===== src/sv/tsfs_pkg.sv =====
// ----------------------------------------------------------------------------
// tsfs_pkg
// Shared types and constants of the tempo-synced frame stepper.
// ----------------------------------------------------------------------------
package tsfs_pkg;

  localparam int MAX_FRAMES = 1024;
  localparam int FRAME_W    = 10;
  localparam int COUNT_W    = 11;
  localparam int PPQ_W      = 48;
  localparam int BLOCK_W    = 14;
  localparam int SIG_W      = 6;
  localparam int SPEED_W    = 3;
  localparam int RATE_W     = 18;
  localparam int ACC_W      = 40;
  localparam int CFG_IDX_W  = 3;
  localparam int CFG_DATA_W = 18;

  // Shared divider: unsigned dividend and divisor widths, one bit per cycle
  localparam int DIV_NUM_W  = 40;
  localparam int DIV_DEN_W  = 24;
  localparam int DIV_CNT_W  = $clog2(DIV_NUM_W);

  // Configuration register indexes
  typedef enum logic [CFG_IDX_W-1:0] {
    REG_SPEED       = 3'd0,
    REG_SYNC_MODE   = 3'd1,
    REG_SYNC_UNIT   = 3'd2,
    REG_FRAME_COUNT = 3'd3,
    REG_SAMPLE_RATE = 3'd4
  } cfg_reg_t;

  // Speed codes
  localparam logic [SPEED_W-1:0] SPEED_QUARTER = 3'd0;
  localparam logic [SPEED_W-1:0] SPEED_HALF    = 3'd1;
  localparam logic [SPEED_W-1:0] SPEED_DOUBLE  = 3'd3;
  localparam logic [SPEED_W-1:0] SPEED_QUAD    = 3'd4;

  // Sequencer states
  typedef enum logic [4:0] {
    S_IDLE,
    S_DISPATCH,
    S_BEAT_DIV,
    S_BEAT_FIN,
    S_BAR_MUL,
    S_BAR_IDX,
    S_BAR_BI,
    S_BAR_MULB,
    S_BAR_X,
    S_BAR_R,
    S_BAR_F,
    S_BAR_FIN,
    S_FREE_ACC,
    S_FREE_STEP,
    S_FREE_FIN,
    S_WAIT,
    S_WRITE
  } seq_state_t;

  typedef struct packed {
    logic                 start;
    logic [DIV_NUM_W-1:0] dividend;
    logic [DIV_DEN_W-1:0] divisor;
  } div_req_t;

  typedef struct packed {
    logic                 done;
    logic [DIV_NUM_W-1:0] quotient;
    logic [DIV_DEN_W-1:0] remainder;
  } div_rsp_t;

  // log2 of speed*4; unknown codes run at 1x
  function automatic logic [2:0] speed_shift(input logic [SPEED_W-1:0] code);
    logic [2:0] s;
    case (code)
      SPEED_QUARTER: s = 3'd0;
      SPEED_HALF:    s = 3'd1;
      SPEED_DOUBLE:  s = 3'd3;
      SPEED_QUAD:    s = 3'd4;
      default:       s = 3'd2;
    endcase
    return s;
  endfunction

endpackage


===== src/sv/tsfs_ifs.sv =====
// ----------------------------------------------------------------------------
// tsfs channel interfaces
// Input, result and configuration channels with valid/ready handshakes.
// ----------------------------------------------------------------------------
interface tsfs_in_if import tsfs_pkg::*; ();
  logic                    valid;
  logic                    ready;
  logic [BLOCK_W-1:0]      block_samples;
  logic                    position_valid;
  logic                    is_playing;
  logic signed [PPQ_W-1:0] ppq_position;
  logic                    sig_valid;
  logic [SIG_W-1:0]        sig_numerator;
  logic [SIG_W-1:0]        sig_denominator;
  logic                    bar_start_valid;
  logic signed [PPQ_W-1:0] bar_start_ppq;

  modport source (output valid, block_samples, position_valid, is_playing, ppq_position,
                  sig_valid, sig_numerator, sig_denominator, bar_start_valid,
                  bar_start_ppq, input ready);
  modport sink (input valid, block_samples, position_valid, is_playing, ppq_position,
                sig_valid, sig_numerator, sig_denominator, bar_start_valid,
                bar_start_ppq, output ready);
endinterface

interface tsfs_out_if import tsfs_pkg::*; ();
  logic               valid;
  logic               ready;
  logic [FRAME_W-1:0] frame_index;

  modport source (output valid, frame_index, input ready);
  modport sink (input valid, frame_index, output ready);
endinterface

interface tsfs_cfg_if import tsfs_pkg::*; ();
  logic                  valid;
  logic                  ready;
  logic [CFG_IDX_W-1:0]  index;
  logic [CFG_DATA_W-1:0] data;

  modport source (output valid, index, data, input ready);
  modport sink (input valid, index, data, output ready);
endinterface


===== src/sv/tempo_synced_frame_stepper.sv =====
// ----------------------------------------------------------------------------
// tempo_synced_frame_stepper
// Picks the animation frame for each audio block from host position or a
// free-running sample accumulator. All divisions run on one shared divider.
// ----------------------------------------------------------------------------
// The sequencer runs the shared divider once in beat mode, twice in free-run
// mode and three times in bar mode; a held frame skips it. A stalled result
// holds up the next word. One word at a time: the next word is taken the
// cycle after the result is registered. Reset (synchronous, rst high)
// restores the register defaults, clears the frame and the accumulator and
// leaves the block ready.
module tempo_synced_frame_stepper import tsfs_pkg::*; (
  input  logic        clk,
  input  logic        rst,
  tsfs_in_if.sink     in_ch,
  tsfs_out_if.source  out_ch,
  tsfs_cfg_if.sink    cfg
);

  // Configuration and state
  logic [SPEED_W-1:0] speed_code;
  logic               sync_mode;
  logic               sync_unit;
  logic [COUNT_W-1:0] frame_count;
  logic [RATE_W-1:0]  sample_rate;
  logic [FRAME_W-1:0] current_frame;
  logic [ACC_W-1:0]   sample_accumulator;

  // Sequencer
  seq_state_t state, state_next;
  seq_state_t ret_state, ret_next;

  // Latched input word
  logic [BLOCK_W-1:0]      blk;
  logic                    pos_ok;
  logic                    playing;
  logic signed [PPQ_W-1:0] ppq;
  logic [SIG_W-1:0]        num;
  logic [SIG_W-1:0]        den;
  logic                    bar_ok;
  logic signed [PPQ_W-1:0] bar_ppq;

  // Work registers
  logic signed [54:0] pd;
  logic signed [55:0] nraw;
  logic signed [37:0] bar_index;
  logic signed [44:0] bi_num;
  logic [19:0]        lo;
  logic               neg;
  logic [36:0]        prod;

  // Output register
  logic               out_valid;
  logic [FRAME_W-1:0] out_frame;

  div_req_t div_req;
  div_rsp_t div_rsp;

  tsfs_div u_div (
    .clk (clk),
    .rst (rst),
    .req (div_req),
    .rsp (div_rsp)
  );

  // Derived values
  logic [COUNT_W-1:0]   count_eff;
  logic [2:0]           s;
  logic signed [51:0]   pq_w;
  logic signed [35:0]   beat_v;
  logic [35:0]          beat_mag;
  logic signed [36:0]   pd_hi;
  logic [36:0]          pd_mag;
  logic [37:0]          q_adj;
  logic [23:0]          d_val;
  logic signed [55:0]   d_s;
  logic signed [55:0]   n_clamp;
  logic signed [62:0]   bar_y;
  logic signed [66:0]   bar_x;
  logic signed [46:0]   bar_hi;
  logic [46:0]          hi_mag;
  logic [SIG_W-1:0]     num_rem;
  logic [SIG_W-1:0]     bar_m;
  logic [25:0]          bar_r;
  logic [ACC_W-1:0]     acc_sum;
  logic [DIV_DEN_W-1:0] interval;
  logic [COUNT_W-1:0]   beat_rem;
  logic [COUNT_W-1:0]   beat_frame;
  logic [COUNT_W-1:0]   free_sum;
  logic [COUNT_W-1:0]   free_frame;

  always_comb begin
    count_eff = (frame_count > COUNT_W'(MAX_FRAMES)) ? COUNT_W'(MAX_FRAMES) : frame_count;
    s         = speed_shift(speed_code);

    // Beat position: floor(ppq * speed * 4 / 2^16)
    pq_w     = $signed({{4{ppq[PPQ_W-1]}}, ppq}) <<< s;
    beat_v   = pq_w[51:16];
    beat_mag = beat_v[35] ? 36'(-beat_v) : 36'(beat_v);

    // Bar index dividend: floor(ppq * den / 2^18)
    pd_hi  = pd[54:18];
    pd_mag = pd_hi[36] ? 37'(-pd_hi) : 37'(pd_hi);
    q_adj  = {1'b0, div_rsp.quotient[36:0]} + 38'(div_rsp.remainder != '0);

    // Loop position within four bars
    d_val   = {num, 18'd0};
    d_s     = $signed({32'd0, d_val});
    n_clamp = nraw[55] ? 56'sd0 : ((nraw > d_s) ? d_s : nraw);
    bar_y   = bar_ok ? ($signed({bi_num, 18'd0}) + n_clamp) : 63'(pd);
    bar_x   = $signed({{4{bar_y[62]}}, bar_y}) <<< s;
    bar_hi  = bar_x[66:20];
    hi_mag  = bar_hi[46] ? 47'(-bar_hi) : 47'(bar_hi);
    num_rem = div_rsp.remainder[SIG_W-1:0];
    bar_m   = (neg && num_rem != '0) ? (num - num_rem) : num_rem;
    bar_r   = {bar_m, lo};

    // Free run
    acc_sum  = sample_accumulator + ACC_W'(blk) * ACC_W'(160);
    interval = (sample_rate == '0) ? DIV_DEN_W'(1)
                                   : (DIV_DEN_W'(sample_rate) << (3'd6 - s));

    beat_rem   = div_rsp.remainder[COUNT_W-1:0];
    beat_frame = (neg && beat_rem != '0) ? (count_eff - beat_rem) : beat_rem;
    free_sum   = {1'b0, current_frame} + div_rsp.remainder[COUNT_W-1:0];
    free_frame = (free_sum >= count_eff) ? (free_sum - count_eff) : free_sum;
  end

  // State register
  always_ff @(posedge clk) begin
    if (rst) begin
      state     <= S_IDLE;
      ret_state <= S_IDLE;
    end else begin
      state     <= state_next;
      ret_state <= ret_next;
    end
  end

  // Next state and divider requests
  always_comb begin
    state_next       = state;
    ret_next         = ret_state;
    div_req.start    = 1'b0;
    div_req.dividend = '0;
    div_req.divisor  = DIV_DEN_W'(1);
    case (state)
      S_IDLE: begin
        if (in_ch.valid) state_next = S_DISPATCH;
      end
      S_DISPATCH: begin
        if (count_eff == '0) state_next = S_WRITE;
        else if (sync_mode) begin
          if (!(pos_ok && playing)) state_next = S_WRITE;
          else if (sync_unit) state_next = S_BAR_MUL;
          else state_next = S_BEAT_DIV;
        end else state_next = S_FREE_ACC;
      end
      S_BEAT_DIV: begin
        div_req.start    = 1'b1;
        div_req.dividend = DIV_NUM_W'(beat_mag);
        div_req.divisor  = DIV_DEN_W'(count_eff);
        state_next       = S_WAIT;
        ret_next         = S_BEAT_FIN;
      end
      S_BEAT_FIN: state_next = S_WRITE;
      S_BAR_MUL:  state_next = S_BAR_IDX;
      S_BAR_IDX: begin
        div_req.start    = 1'b1;
        div_req.dividend = DIV_NUM_W'(pd_mag);
        div_req.divisor  = DIV_DEN_W'(num);
        state_next       = S_WAIT;
        ret_next         = S_BAR_BI;
      end
      S_BAR_BI:   state_next = S_BAR_MULB;
      S_BAR_MULB: state_next = S_BAR_X;
      S_BAR_X: begin
        div_req.start    = 1'b1;
        div_req.dividend = hi_mag[DIV_NUM_W-1:0];
        div_req.divisor  = DIV_DEN_W'(num);
        state_next       = S_WAIT;
        ret_next         = S_BAR_R;
      end
      S_BAR_R: state_next = S_BAR_F;
      S_BAR_F: begin
        div_req.start    = 1'b1;
        div_req.dividend = DIV_NUM_W'(prod[36:20]);
        div_req.divisor  = DIV_DEN_W'(num);
        state_next       = S_WAIT;
        ret_next         = S_BAR_FIN;
      end
      S_BAR_FIN: state_next = S_WRITE;
      S_FREE_ACC: begin
        div_req.start    = 1'b1;
        div_req.dividend = acc_sum;
        div_req.divisor  = interval;
        state_next       = S_WAIT;
        ret_next         = S_FREE_STEP;
      end
      S_FREE_STEP: begin
        div_req.start    = 1'b1;
        div_req.dividend = div_rsp.quotient;
        div_req.divisor  = DIV_DEN_W'(count_eff);
        state_next       = S_WAIT;
        ret_next         = S_FREE_FIN;
      end
      S_FREE_FIN: state_next = S_WRITE;
      S_WAIT: begin
        if (div_rsp.done) state_next = ret_state;
      end
      S_WRITE: begin
        if (!out_valid || out_ch.ready) state_next = S_IDLE;
      end
      default: state_next = S_IDLE;
    endcase
  end

  // Latch the input word and run the datapath steps
  always_ff @(posedge clk) begin
    case (state)
      S_IDLE: begin
        if (in_ch.valid) begin
          blk     <= in_ch.block_samples;
          pos_ok  <= in_ch.position_valid;
          playing <= in_ch.is_playing;
          ppq     <= in_ch.ppq_position;
          bar_ok  <= in_ch.bar_start_valid;
          bar_ppq <= in_ch.bar_start_ppq;
          // Missing or zero signature falls back to 4/4
          if (!in_ch.sig_valid || in_ch.sig_numerator == '0 || in_ch.sig_denominator == '0)
          begin
            num <= SIG_W'(4);
            den <= SIG_W'(4);
          end else begin
            num <= in_ch.sig_numerator;
            den <= in_ch.sig_denominator;
          end
        end
      end
      S_BEAT_DIV: neg <= beat_v[35];
      S_BAR_MUL: begin
        pd   <= ppq * $signed({1'b0, den});
        nraw <= (ppq - bar_ppq) * $signed({1'b0, den});
      end
      S_BAR_IDX:  neg <= pd_hi[36];
      // Floor division: round the magnitude up only for a negative dividend
      S_BAR_BI:   bar_index <= neg ? -$signed(q_adj)
                                   : $signed({1'b0, div_rsp.quotient[36:0]});
      S_BAR_MULB: bi_num <= bar_index * $signed({1'b0, num});
      S_BAR_X: begin
        neg <= bar_hi[46];
        lo  <= bar_x[19:0];
      end
      S_BAR_R: prod <= 37'(bar_r) * 37'(count_eff);
      default: ;
    endcase
  end

  // Frame, accumulator and configuration registers
  always_ff @(posedge clk) begin
    if (rst) begin
      speed_code         <= SPEED_W'(2);
      sync_mode          <= 1'b1;
      sync_unit          <= 1'b0;
      frame_count        <= '0;
      sample_rate        <= RATE_W'(48000);
      current_frame      <= '0;
      sample_accumulator <= '0;
    end else begin
      case (state)
        S_BEAT_FIN:  current_frame <= beat_frame[FRAME_W-1:0];
        S_BAR_FIN:   current_frame <= div_rsp.quotient[FRAME_W-1:0];
        S_FREE_STEP: sample_accumulator <= ACC_W'(div_rsp.remainder);
        S_FREE_FIN:  current_frame <= free_frame[FRAME_W-1:0];
        default: ;
      endcase
      if (cfg.valid) begin
        case (cfg_reg_t'(cfg.index))
          REG_SPEED:     speed_code <= cfg.data[SPEED_W-1:0];
          REG_SYNC_MODE: sync_mode  <= cfg.data[0];
          REG_SYNC_UNIT: sync_unit  <= cfg.data[0];
          REG_FRAME_COUNT: begin
            frame_count   <= cfg.data[COUNT_W-1:0];
            current_frame <= '0;
          end
          REG_SAMPLE_RATE: begin
            sample_rate        <= cfg.data[RATE_W-1:0];
            sample_accumulator <= '0;
          end
          default: ;
        endcase
      end
    end
  end

  // Result register
  always_ff @(posedge clk) begin
    if (rst) begin
      out_valid <= 1'b0;
    end else if (state == S_WRITE && (!out_valid || out_ch.ready)) begin
      out_valid <= 1'b1;
    end else if (out_ch.ready) begin
      out_valid <= 1'b0;
    end
  end

  always_ff @(posedge clk) begin
    if (state == S_WRITE && (!out_valid || out_ch.ready)) out_frame <= current_frame;
  end

  assign in_ch.ready        = (state == S_IDLE);
  assign cfg.ready          = 1'b1;
  assign out_ch.valid       = out_valid;
  assign out_ch.frame_index = out_frame;

endmodule


===== src/sv/tsfs_div.sv =====
// ----------------------------------------------------------------------------
// tsfs_div
// Shared radix-2 restoring divider, one quotient bit per cycle.
// ----------------------------------------------------------------------------
module tsfs_div import tsfs_pkg::*; (
  input  logic     clk,
  input  logic     rst,
  input  div_req_t req,
  output div_rsp_t rsp
);

  logic [DIV_NUM_W-1:0] quo;
  logic [DIV_DEN_W-1:0] rem;
  logic [DIV_DEN_W-1:0] divisor;
  logic [DIV_CNT_W-1:0] cnt;
  logic                 busy;
  logic                 done;

  logic [DIV_DEN_W:0]   trial;
  logic [DIV_DEN_W:0]   diff;
  logic                 fits;

  // Trial subtract of the shifted partial remainder
  always_comb begin
    trial = {rem, quo[DIV_NUM_W-1]};
    diff  = trial - {1'b0, divisor};
    fits  = trial >= {1'b0, divisor};
  end

  // Control: stays busy until every dividend bit has been shifted through
  always_ff @(posedge clk) begin
    if (rst) begin
      busy <= 1'b0;
      done <= 1'b0;
      cnt  <= '0;
    end else begin
      done <= 1'b0;
      if (req.start) begin
        busy <= 1'b1;
        cnt  <= '0;
      end else if (busy) begin
        cnt <= cnt + 1'b1;
        if (cnt == DIV_CNT_W'(DIV_NUM_W - 1)) begin
          busy <= 1'b0;
          done <= 1'b1;
        end
      end
    end
  end

  // Datapath: shift quotient bits in, keep the remainder
  always_ff @(posedge clk) begin
    if (req.start) begin
      quo     <= req.dividend;
      rem     <= '0;
      divisor <= req.divisor;
    end else if (busy) begin
      rem <= fits ? diff[DIV_DEN_W-1:0] : trial[DIV_DEN_W-1:0];
      quo <= {quo[DIV_NUM_W-2:0], fits};
    end
  end

  assign rsp.done      = done;
  assign rsp.quotient  = quo;
  assign rsp.remainder = rem;

endmodule


===== src/flat_wrapper.sv =====
// flat-port wrapper written by rule: the top's interface ports become plain ports
module tempo_synced_frame_stepper_flat import tsfs_pkg::*;
  (clk, rst, in_ch_valid, in_ch_block_samples, in_ch_position_valid, in_ch_is_playing, in_ch_ppq_position, in_ch_sig_valid, in_ch_sig_numerator, in_ch_sig_denominator, in_ch_bar_start_valid, in_ch_bar_start_ppq, in_ch_ready, out_ch_valid, out_ch_frame_index, out_ch_ready, cfg_valid, cfg_index, cfg_data, cfg_ready);
  tsfs_in_if in_ch_i ();
  tsfs_out_if out_ch_i ();
  tsfs_cfg_if cfg_i ();
  input  logic clk;
  input  logic rst;
  input wire logic [$bits(in_ch_i.valid)-1:0] in_ch_valid;
  input wire logic [$bits(in_ch_i.block_samples)-1:0] in_ch_block_samples;
  input wire logic [$bits(in_ch_i.position_valid)-1:0] in_ch_position_valid;
  input wire logic [$bits(in_ch_i.is_playing)-1:0] in_ch_is_playing;
  input wire logic [$bits(in_ch_i.ppq_position)-1:0] in_ch_ppq_position;
  input wire logic [$bits(in_ch_i.sig_valid)-1:0] in_ch_sig_valid;
  input wire logic [$bits(in_ch_i.sig_numerator)-1:0] in_ch_sig_numerator;
  input wire logic [$bits(in_ch_i.sig_denominator)-1:0] in_ch_sig_denominator;
  input wire logic [$bits(in_ch_i.bar_start_valid)-1:0] in_ch_bar_start_valid;
  input wire logic [$bits(in_ch_i.bar_start_ppq)-1:0] in_ch_bar_start_ppq;
  output wire logic [$bits(in_ch_i.ready)-1:0] in_ch_ready;
  output wire logic [$bits(out_ch_i.valid)-1:0] out_ch_valid;
  output wire logic [$bits(out_ch_i.frame_index)-1:0] out_ch_frame_index;
  input wire logic [$bits(out_ch_i.ready)-1:0] out_ch_ready;
  input wire logic [$bits(cfg_i.valid)-1:0] cfg_valid;
  input wire logic [$bits(cfg_i.index)-1:0] cfg_index;
  input wire logic [$bits(cfg_i.data)-1:0] cfg_data;
  output wire logic [$bits(cfg_i.ready)-1:0] cfg_ready;
  assign in_ch_i.valid = in_ch_valid;
  assign in_ch_i.block_samples = in_ch_block_samples;
  assign in_ch_i.position_valid = in_ch_position_valid;
  assign in_ch_i.is_playing = in_ch_is_playing;
  assign in_ch_i.ppq_position = in_ch_ppq_position;
  assign in_ch_i.sig_valid = in_ch_sig_valid;
  assign in_ch_i.sig_numerator = in_ch_sig_numerator;
  assign in_ch_i.sig_denominator = in_ch_sig_denominator;
  assign in_ch_i.bar_start_valid = in_ch_bar_start_valid;
  assign in_ch_i.bar_start_ppq = in_ch_bar_start_ppq;
  assign in_ch_ready = in_ch_i.ready;
  assign out_ch_valid = out_ch_i.valid;
  assign out_ch_frame_index = out_ch_i.frame_index;
  assign out_ch_i.ready = out_ch_ready;
  assign cfg_i.valid = cfg_valid;
  assign cfg_i.index = cfg_index;
  assign cfg_i.data = cfg_data;
  assign cfg_ready = cfg_i.ready;
  tempo_synced_frame_stepper u_core (.clk(clk), .rst(rst), .in_ch(in_ch_i), .out_ch(out_ch_i), .cfg(cfg_i));
endmodule

===== config.mk =====
export PLATFORM = sky130hd
export DESIGN_NAME = tempo_synced_frame_stepper_flat
export DESIGN_NICKNAME = d
export VERILOG_FILES = /design/src/sv/tsfs_pkg.sv /design/src/sv/tsfs_ifs.sv /design/src/sv/tempo_synced_frame_stepper.sv /design/src/sv/tsfs_div.sv /design/src/flat_wrapper.sv
export SDC_FILE = /design/constraint.sdc
export NUM_CORES = 2
export LEC_CHECK = 0
export ABC_AREA = 1
export BUFFER_PORTS_ARGS = -buffer_cell sky130_fd_sc_hd__buf_2
export CAP_MARGIN = 20
export CORE_UTILIZATION = 35
export DETAILED_ROUTE_END_ITERATION = 10
export PLACE_DENSITY = 0.54
export SYNTH_ARGS = -nofsm -noshare
export SYNTH_HDL_FRONTEND = slang
export SYNTH_SLANG_ARGS = --single-unit

===== constraint.sdc =====
create_clock -name clk -period 14.8 [get_ports clk]
set_input_delay 1.48 -clock clk [delete_from_list [all_inputs] [get_ports clk]]
set_output_delay 1.48 -clock clk [all_outputs]
set_load 0.005 [all_outputs]

==> impl_metrics.json <==
{
  "outcome": "finished clean",
  "post_cts.resized_instances": 0,
  "synthCells": 10300,
  "ios": 165,
  "synth_area_um2": 76500,
  "async_reset_ff_share_pct": 0,
  "grtUsageTotal_pct": 24.4,
  "ant_nets": 0,
  "synthMuxAreaShare_pct": 0.201,
  "clk_latency_ps": 720,
  "routedWlPerCell_um": 20.6,
  "fin_area_um2": 82800,
  "post-route-min-period_ps": 8550,
  "fmax_mhz": 117,
  "synthToLayoutAreaGrowth_pct": 8.23,
  "die_y_um": 470,
  "finalCritPeriodShare_pct": 57.8,
  "die_x_um": 470,
  "syn_avg_cell_area_um2": 7.41,
  "synthSimpleGateAreaFrac_pct": 23.8,
  "crit_type": "reg2reg",
  "cp-end-kind": "register",
  "synth_edf_count": 431,
  "synth_top_family_by_area": "adder cells",
  "htree_levels": 3,
  "ys_types": 79,
  "finalWirelength_um": 274000,
  "vdd_drop_max_mv": 0.279,
  "drive_above_1_share_pct": 4.72,
  "hold_path.startpoint": "u_core.ret_state[2]",
  "synthXorXnorAreaFrac_pct": 3.54,
  "startpoint": "u_core.ppq[4]",
  "drv_slew": 0,
  "grt_pass1_wl_um": 413000,
  "antenna_found_initial": 17,
  "ys.flop_type": "edfxtp_1",
  "grt_max_degree": 112,
  "r2r_start": "u_core.ppq[4]",
  "ys_ff_latch": 557,
  "gp_congestion": 0.969,
  "nets": 11900,
  "slowest_delay_ps": 570,
  "final_common_cell": "nand2_1",
  "io_buffers": 163,
  "finalSetupViolCount": 0,
  "maxCapViolations": 0,
  "numClockSinks": 557,
  "tightest_slew_ps": 1180,
  "p_leak_nw": 41.2,
  "slowest_stage": "fa_1",
  "mostFrequentLayoutCells": "nand2_1, inv_1, nor2_1, fa_1, nand3_1",
  "synth_warnings": 0,
  "finalClockSkew_ps": 50.2,
  "drtIter0Drc": 5331,
  "cp_common_cell": "nand2_1",
  "root_buffer": "clkbuf_16",
  "slew_headroom_pct": 20.7,
  "dp_hpwl_um": 226000,
  "overflow": 0,
  "cts_hold_buf": 0,
  "critPathMaxFanout": 7,
  "crit_required_ps": 15240,
  "place_ws_ps": 6250,
  "hold_viol": 0,
  "dpl_cell_area_um2": 80300,
  "worst_slack_ps": 6250,
  "clk_path_buf_depth": 3,
  "drc": 0,
  "synth-compound-area-share_pct": 11.3,
  "min_path_type": "reg2reg",
  "cp_data_arrival_time_ps": 8990,
  "rsz0062_at_grt": "no",
  "power-per-cell-area_nw_per_um2": 280,
  "postCtsSetupBuffers": 0,
  "cts_buffers": 72,
  "grt_pass1_vias": 68800,
  "path_clk_slew_ps": 60,
  "synth_fa_ha_area_share_pct": 30.3,
  "finish.utilization_pct": 38.1,
  "start_util_pct": 35.2,
  "cp-start-kind": "register",
  "num_rows": 171,
  "vias": 69300,
  "cts_tree": "yes",
  "drtPass1Iterations": 7,
  "ys_seq_area_share_pct": 20.2,
  "vias_per_cell": 5.23,
  "core_um2": 217000,
  "finalSetupTns_ps": 0,
  "die-area_um2": 221000
}
## metrics by stage
stage,hold slack (ps),power [mW],cells
CTS,471,23.3,13300
finish,470,23.2,13300
detailed placement,464,21.3,13100
global route,494,25.7,13300
global placement,452,21.1,13100
floorplan,429,16.5,10400
## synthesized netlist by cell type, types with 7 or more instances
| master | instances | area [um2] |
|---|---|---|
| fa_1 | 772 | 15500 |
| inv_1 | 1771 | 6650 |
| o21bai_1 | 12 | 90.1 |
| and3_1 | 7 | 43.8 |
| nand3_1 | 671 | 3360 |
| nor3_1 | 86 | 430 |
| a211oi_1 | 39 | 293 |
| buf_2 | 57 | 285 |
| o2111ai_1 | 13 | 114 |
| mux2i_1 | 14 | 140 |
| o31ai_1 | 9 | 67.6 |
| xor2_1 | 177 | 1550 |
| xnor2_1 | 132 | 1160 |
| nor4_1 | 33 | 206 |
| a32oi_1 | 10 | 87.6 |
| buf_4 | 8 | 60.1 |
| or2_2 | 69 | 432 |
| buf_1 | 33 | 124 |
| edfxtp_1 | 431 | 12900 |
| dfxtp_1 | 126 | 2520 |
| o221ai_1 | 17 | 149 |
| nand2_1 | 2556 | 9590 |
| clkinv_1 | 14 | 52.6 |
| nand3b_1 | 16 | 120 |
| a41oi_1 | 10 | 87.6 |
| nor2_1 | 841 | 3160 |
| nand4_1 | 89 | 557 |
| o21ai_0 | 492 | 2460 |
| ha_1 | 619 | 7740 |
| o211ai_1 | 75 | 563 |
| o21a_1 | 36 | 270 |
| a21boi_0 | 13 | 97.6 |
| inv_2 | 7 | 26.3 |
| a221oi_1 | 7 | 61.3 |
| o21ai_2 | 7 | 61.3 |
| o22ai_1 | 9 | 56.3 |
| a21o_1 | 25 | 188 |
| clkbuf_1 | 228 | 856 |
| buf_6 | 11 | 124 |
| a22oi_1 | 8 | 60.1 |
| a31oi_1 | 66 | 413 |
| o21ai_1 | 41 | 205 |
| a21oi_1 | 603 | 3020 |
## power breakdown
group / internal, mW / switching (mW) / leakage, nW
combinational: 6.76 / 11.6 / 35.0
sequential: 2.75 / 0.198 / 4.97
clock: 1.10 / 0.777 / 1.20
## path summary, 6_finish.rpt
path / to / slack (ps) / depth (start not counted)
worst max-delay path: u_core.nraw[54] / 6250 / 34
worst max register to register: u_core.nraw[54] / 6250 / 34
worst min-delay path: u_core.ret_state[2] / 470 / 2
worst min register to register: u_core.ret_state[2] / 470 / 2
## sequential cells by signal, summed over array words and instances, names as in the netlist, 4 cells and up
signal,flops
u_core.nraw,56
u_core.pd,55
u_core.bar_ppq,48
u_core.ppq,48
u_core.bi_num,45
u_core.sample_accumulator,40
u_core.u_div.quo,40
u_core.bar_index,38
u_core.u_div.divisor,24
u_core.u_div.rem,24
u_core.lo,20
u_core.sample_rate,18
u_core.prod,17
u_core.blk,14
u_core.frame_count,11
u_core.current_frame,10
u_core.out_ch.frame_index,10
u_core.den,6
u_core.num,6
u_core.u_div.cnt,6
u_core.state,5
u_core.ret_state,4
## metal layers
metal / vias to the layer above / track usage, % / wire length (um)
met2: 2215 / 41.4 / 130000
met4: 2 / 9.54 / 11900
met1: 33500 / 31.9 / 118000
met5: - / 0 / 13
li1: 33200 / - / -
met3: 414 / 2.35 / 14700
## cell type report
cell class,instances,area (um2)
clock inverters,35,458
repair buffers,251,1490
flip-flops and latches,557,15500
clock buffers,91,2020
fillers,22700,134000
well taps,2854,3570
multi-input cells,7675,53100
diodes,4,10.0
inverters,1793,6740
## critical path: cells and delay by family, from the launching register on
family	cells	cell delay (ps)
simple gates	10	1290
xor+xnor	2	570
flops	1	500
fa+ha+maj	6	2810
buf+inv	3	280
compound gates	13	2820
## kinds of logic after synthesis
kind of cell / count (synthesis)
AOI/OAI and AO/OA: 1524
and+or+nand+nor: 4404
DFF: 557
buffers and inverters: 2130
xor gates and xnor gates: 309
other: 2
adders and majority gates: 1391
muxes: 15
(Power assumes the default switching activity.)
